## src/hdl/qstp_pkg.sv

```systemverilog
`timescale 1ns / 1ps

package qstp_pkg;

  // Default width of one raw quaternion component.
  localparam int COMP_WIDTH_DEF = 24;

  // Width of one component code and its search counter.
  localparam int CODE_WIDTH = 10;

  // Cycles from an accepted start to the result strobe.
  localparam int PIPE_LATENCY = 14;

  // Dropped component (w,x,y,z order) to its index in x,y,z,w order.
  localparam logic [1:0] DROP_TO_XYZW [4] = '{2'd3, 2'd0, 2'd1, 2'd2};

  // Kept components (w,x,y,z indices) for each dropped index in x,y,z,w order.
  localparam logic [1:0] KEEP_SEL [4][3] = '{
    '{2'd2, 2'd3, 2'd0},
    '{2'd1, 2'd3, 2'd0},
    '{2'd1, 2'd2, 2'd0},
    '{2'd1, 2'd2, 2'd3}
  };

  // Control that travels with an item through the pipeline.
  typedef struct packed {
    logic       valid;
    logic [1:0] slot;
    logic [2:0] neg;
    logic [2:0] zero;
  } qstp_ctl_t;

endpackage

```

## src/hdl/qstp_search_stage.sv

```systemverilog
`timescale 1ns / 1ps

module qstp_search_stage import qstp_pkg::*; #(
  parameter int COMPONENT_WIDTH = COMP_WIDTH_DEF,
  parameter int BIT = 0
) (
  input  logic                                  clk_i,
  input  logic                                  rst_ni,
  input  qstp_ctl_t                             ctl_i,
  input  logic [2*COMPONENT_WIDTH+1:0]          s_i,
  input  logic [2:0][2*COMPONENT_WIDTH+22:0]    rhs_i,
  input  logic [2:0][2*COMPONENT_WIDTH+22:0]    u_i,
  input  logic [2:0][2*COMPONENT_WIDTH+11:0]    t_i,
  input  logic [2:0][CODE_WIDTH-1:0]            m_i,
  output qstp_ctl_t                             ctl_o,
  output logic [2*COMPONENT_WIDTH+1:0]          s_o,
  output logic [2:0][2*COMPONENT_WIDTH+22:0]    rhs_o,
  output logic [2:0][2*COMPONENT_WIDTH+22:0]    u_o,
  output logic [2:0][2*COMPONENT_WIDTH+11:0]    t_o,
  output logic [2:0][CODE_WIDTH-1:0]            m_o
);

  localparam int W  = COMPONENT_WIDTH;
  localparam int TW = 2 * W + 12;
  localparam int CW = 2 * W + 23;

  // Trying bit BIT of m: (m+2^b)^2*S = m^2*S + 2^(b+1)*m*S + 2^(2b)*S.
  logic [2:0][CW-1:0]         u_d;
  logic [2:0][TW-1:0]         t_d;
  logic [2:0][CODE_WIDTH-1:0] m_d;
  logic [CW-1:0]              u_try, two_u;
  logic [TW-1:0]              t_try;
  logic                       acc;

  always_comb begin
    u_try = '0;
    two_u = '0;
    t_try = '0;
    acc   = 1'b0;
    for (int l = 0; l < 3; l++) begin
      u_try = u_i[l] + (CW'(t_i[l]) << (BIT + 1)) + (CW'(s_i) << (2 * BIT));
      t_try = t_i[l] + (TW'(s_i) << BIT);
      two_u = u_try << 1;
      acc   = ctl_i.neg[l] ? (two_u < rhs_i[l]) : (two_u <= rhs_i[l]);
      u_d[l] = acc ? u_try : u_i[l];
      t_d[l] = acc ? t_try : t_i[l];
      m_d[l] = acc ? (m_i[l] | (CODE_WIDTH'(1) << BIT)) : m_i[l];
    end
  end

  always_ff @(posedge clk_i or negedge rst_ni) begin
    if (!rst_ni) begin
      ctl_o <= '0;
    end else begin
      ctl_o <= ctl_i;
    end
  end

  always_ff @(posedge clk_i) begin
    s_o   <= s_i;
    rhs_o <= rhs_i;
    u_o   <= u_d;
    t_o   <= t_d;
    m_o   <= m_d;
  end

endmodule

```

## config.mk

```make
export PLATFORM = sky130hd
export DESIGN_NAME = qstp_search_stage
export DESIGN_NICKNAME = d
export VERILOG_FILES = /design/src/hdl/qstp_pkg.sv /design/src/hdl/qstp_search_stage.sv
export SDC_FILE = /design/constraint.sdc
export NUM_CORES = 2
export LEC_CHECK = 0
export BUFFER_PORTS_ARGS = -buffer_cell sky130_fd_sc_hd__buf_4
export CORE_AREA = 2 2 539 541
export DETAILED_ROUTE_END_ITERATION = 8
export DIE_AREA = 0 0 541 543
export PLACE_DENSITY_LB_ADDON = 0.25
export SYNTH_ARGS = -nofsm -noshare
export SYNTH_HDL_FRONTEND = slang
export SYNTH_SLANG_ARGS = --single-unit
```

## constraint.sdc

```tcl
create_clock -name clk_i -period 0.8 [get_ports clk_i]
set_clock_uncertainty 0.15 [all_clocks]
set_input_delay 0.2 -clock clk_i [delete_from_list [all_inputs] [get_ports clk_i]]
set_output_delay 0.2 -clock clk_i [all_outputs]
set_load 0.03 [all_outputs]
```

Word-level counts from Yosys, hierarchy flattened
Index checks and enable logic that the tools add are counted.
Widths: inputs -> output; s select.
- $add $sub $neg: 9
- $lt $le $gt $ge: 6
- muxes and demuxes: 9
- operators with widths (kind ; count):
    $add 71x50->71 ; 3
    $add 71x61->71 ; 3
    $le 71x71->1 ; 3
    $lt 71x71->1 ; 3
    $mux 71 ; 3
    $add 60x50->60 ; 3
    $mux 60 ; 3
    $mux 1 ; 3
- flip-flop bits (word level): 695
- output and inout bits: 695
- logic and storage cells: 44

Longest topological paths before layout
- depth in word-level cells: 5
- gate-level depth with buffers: 27
- depth with buffers taken out: 25

Least setup slack after synthesis
No wires, ideal clock.
- kind: input-to-reg
- start: input port s_i[1]
- end: register t_o[120] (netlist name)
- library setup time: 121 ps
- arrival: 5666 ps
- data required time: 529 ps
- setup slack: -5137 ps
- stages: 25
- buffers on the path: 3
- cell sequence: fa_1 > ha_1 > fa_1 > a211oi_1 > o21ai_1 > a21oi_2 > o31ai_2 > a21oi_1 > o21a_1 > a2bb2oi_1 > a21oi_1 > o21ai_0 > xnor2_1 > ha_1 > and4_1 > and3b_1 > nand4_1 > or4_1 > nand4bb_1 > o221ai_1 > o21a_1 > buf_4 > buf_4 > buf_4 > mux2_2
- RTL lines (what ; line ; RTL):
    start, declared ; qstp_search_stage.sv:10 ; input logic [2*COMPONENT_WIDTH+1:0] s_i,
    end signal, assigned ; qstp_search_stage.sv:63 ; t_o <= t_d;
    end, declared ; qstp_search_stage.sv:19 ; output logic [2:0][2*COMPONENT_WIDTH+11:0] t_o,

==> out/qor.log <==
[routing] first-pass iteration count of the detailed router 8
[sta] relative max-transition margin 17.7%
[grt] number of global-route vias before repair 62,000
[cells_and_area] most common cell after layout, fill and taps aside buf_4
[outcome] status finished, violations left
[cts] total clock sinks 695
[floorplan] total die area 0.294 mm2
[grt] wire length of the first global-routing pass 474,000 um
[power] total net switching power 97.4 mW
[grt] antenna violations before repair 126
[placement] total placed cells including tap cells 12,300
[floorplan] initial standard-cell utilization of the core 16.4%
[placement] DPL Wire Length 294,000 um
[worst_hold_path] Hold Path Stages 2
[placement] routability cong. 0.951
[sta] number of hold violations in the final report 65
[cts] clock slew seen by the registers of the worst setup and hold paths 60 ps
[synthesis] Async S/R FF share, synth 1.29%
[synthesis] ys flop type dfxtp_1
[cells_and_area] Fillers 29,800
[worst_setup_path] required time of the critical path 1350 ps
[sta] number of setup violations in the final report 1,284
[synthesis] mean area per synthesized cell 9.02 um2
[sta] total negative slack for setup checks -2,496,730 ps
[cts] cts bufs inserted 106
[grt] final global-route overflow total 0
[synthesis] post-synth design cell area 0.0472 mm2
[cts] clk root buf clkbuf_16
[worst_hold_path] type of the worst min-delay path in2reg
[routing] First DRT Iteration DRCs 2,612
[floorplan] count of pins on the block boundary 1,392
[grt] met2 usage in global routing 40.4%
[worst_setup_path] critical path launch point type input port
[synthesis] area share of fa/ha/maj cells after synthesis 21.8%
[synthesis] distinct cell type count after synthesis 96
[synthesis] total of warnings raised by yosys 0
[synthesis] post-synthesis share of cell area spent on xor and xnor gates 7.23%
[sta] Least-Margin Pin Slew 1230 ps
[synthesis] Post-synth EDFFs 0
[placement] Port-buffer cells 1,391
[outcome] violations in the final reports negative hold slack, negative setup slack
[power] peak supply drop 1740 uV
[sta] RSZ-0062 raised after global routing true
[grt] maximum number of pins on one net before global-route repair 30
[synthesis] area share of the leading cell type in the synthesized netlist 29.1%
[synthesis] synthesized netlist net count 6,665
[power] Switching Fraction 41.6%
[cts] CTS HTree Levels 3
[sta] final setup slack of the worst path -4940 ps
[worst_setup_path] data arrival time of the worst path 6290 ps
[synthesis] multiplexer fraction of the synthesized cell area 4.69%
[power] static leakage 46.3 nW
[cts] clock tree buffer depth 4
[sta] fmax 0.174 GHz
[cells_and_area] layout net count 11,000
[synthesis] library cell with the largest summed area after synthesis dfxtp_1
[routing] Post-Route WL 350,000 um
[synthesis] post-synthesis sequential element count 695
[routing] mean number of vias per cell 4.29
[sta] max-slew violation total from the final report 0
[routing] Wirelength per Cell 25.9 um
[routing] # DRC 0
[sta] Final Hold Slack -548 ps
[cts] clock tree from TritonCTS done
[synthesis] number of instances in the synthesized netlist 5,236
[synthesis] largest cells by area after synthesis dfxtp_1, ha_1, fa_1
[cells_and_area] Layout area overhead 103%
[synthesis] largest family of logic cells by synthesized area adder cells
[floorplan] DIE WIDTH 541 um
[floorplan] chip height 543 um
[floorplan] core area 0.287 mm2
[sta] share of the cycle needed by the critical path after routing 717%
[sta] Min Clock Period, post-route 5740 ps
[grt] GR Layer Usage met3 5.72%
[cells_and_area] layout cell share with drive strength beyond 1 45.3%
[job] max-capacitance violation count 0
[grt] GRT busiest layer met2
[cells_and_area] number of non-filler instances in the completed layout 13,500
[grt] GR Util met1 25.0%
[grt] GRT Util Overall 22.9%
[worst_setup_path] critical path fanouts, max 15
[synthesis] Simple-Gate Fraction of Synth Area 12.6%
[power] combinational share of power 58.1%
[placement] worst slack at placement -6740 ps
[worst_hold_path] Hold Path Origin s_i[1]
[power] internal power consumption 137 mW
[synthesis] post-synthesis sequential area ratio 29.6%
[routing] count of nets left with antenna violations after detail routing 0
[floorplan] standard-cell row count 197
[power] sequential cell fraction of total power 20.1%
[power] power density over the cells 2440 mW/mm2
[power] clock network fraction of total power 21.8%
[synthesis] Synth Area in Compound Gates 20.1%
[cells_and_area] top library cells by usage in the layout, fill and taps aside buf_4, dlygate4sd3_1, dfxtp_1, ha_1, a21oi_1
[worst_setup_path] kind of end point of the critical path register
[worst_setup_path] critical path class in2reg
[worst_hold_path] worst hold endpoint s_o[1]
[routing] via count 58,000
[power groups by stage]
stage	Clock (mW)	Sequential [mW]	Combinational, mW
6_report	51.1	47.0	136
5_1_grt	53.9	47.7	145
4_1_cts	52.7	47.4	133
3_5_place_dp	0	47.9	124
3_3_place_gp	0	48.1	123
2_1_floorplan	0	60.5	42.8
[per-stage QoR]
| step | utilization (%) | hold slack [ps] | instance area (um2) | total power, mW |
|---|---|---|---|---|
| floorplan | - | -246 | 48600 | 103 |
| global placement | 27.5 | -122 | 79000 | 172 |
| detailed placement | 27.5 | -118 | 79000 | 172 |
| CTS | 32.6 | -657 | 93600 | 233 |
| global route | 33.3 | -631 | 95700 | 247 |
| finish | 33.3 | -548 | 95800 | 234 |
[state kept, by name, indices dropped and copies added, names as in the netlist]
name   cells
s_o       50
u_o      213
ctl_o      9
m_o       30
t_o      180
rhs_o    213
[layout make-up]
cell class,count,area (um2),share of cell area (%)
Antenna cell,68,170,0.178
Timing Repair Buffer,4421,37500,39.1
Multi-Input combinational cell,4064,34600,36.1
Tap cell,3781,4730,4.94
Inverter,305,1150,1.20
Sequential cell,695,14000,14.6
Clock inverter,57,739,0.772
Clock buffer,132,2970,3.11
[worst max path at each step]
stage                     slack, ps  startpoint  cells past startpoint       end
after floorplan               -4730    t_i[120]                     25  t_o[120]
after global placement        -6820     s_i[36]                     28   t_o[56]
after detailed placement      -6740     s_i[36]                     28   t_o[56]
after CTS                     -4880      t_i[0]                     32   u_o[28]
after global routing          -5060     u_i[71]                     33   u_o[96]
final                         -4940     t_i[35]                     28   u_o[45]
[kinds of logic after synthesis]
group | after synthesis
compound gates | 1504
simple gates | 1240
fa+ha+maj | 732
flops | 695
buf+inv | 480
xor+xnor | 388
mux | 197
[per-layer routing]
metal,up-vias,routed length [um]
li1,27600,-
met1,28000,134000
met2,1736,170000
met4,56,22700
met3,578,22500
met5,-,369
[Yosys cell counts, types with 18 or more instances]
library cell  number
a211oi_1          47
a21o_1           246
a21oi_1          518
a221oi_1          18
a31oi_1           34
and2_1            35
and3_1            62
buf_2             33
clkbuf_1         126
dfxtp_1          686
fa_1             153
ha_1             579
inv_1            304
mux2_2           192
nand2_1          395
nand2b_1          42
nand3_1           90
nand4_1          126
nor2_1           302
nor2b_1           38
nor3_1            58
nor4_1            21
o211ai_1          37
o21a_1            47
o21ai_0          304
o21bai_1          61
o31ai_1           25
xnor2_1          235
xor2_1           151
[worst max-delay path: stages]
cell and delay (ps):
buf_4 150, fa_1 580, ha_4 210, buf_4 130, a21o_1 200, a21o_1 200
a21oi_2 210, o21ai_1 110, a221o_1 380, a221oi_2 310, o21ai_4 130, a311oi_4 330
buf_4 180, xnor2_1 140, buf_4 160, ha_1 230, a21oi_1 190, o21ai_2 100
a22o_1 240, a2111oi_4 390, buf_4 200, nor3b_2 140, nand4_1 150, buf_6 200
nand2_8 160, buf_4 160, buf_16 150, mux2_4 320
[what timing repair did]
| item | in CTS | in global routing |
|---|---|---|
| setup endpoints to repair | 1091 | 1244 |
| gates cloned | 15 | 14 |
| endpoints found under the hold margin | 704 | 101 |
| resized for setup | 324 | 349 |
| setup buffers | 56 | 61 |
| hold buffers | 869 | 2 |
| pin swaps | 115 | 143 |
Note: power is estimated with default switching activity, not from simulation.
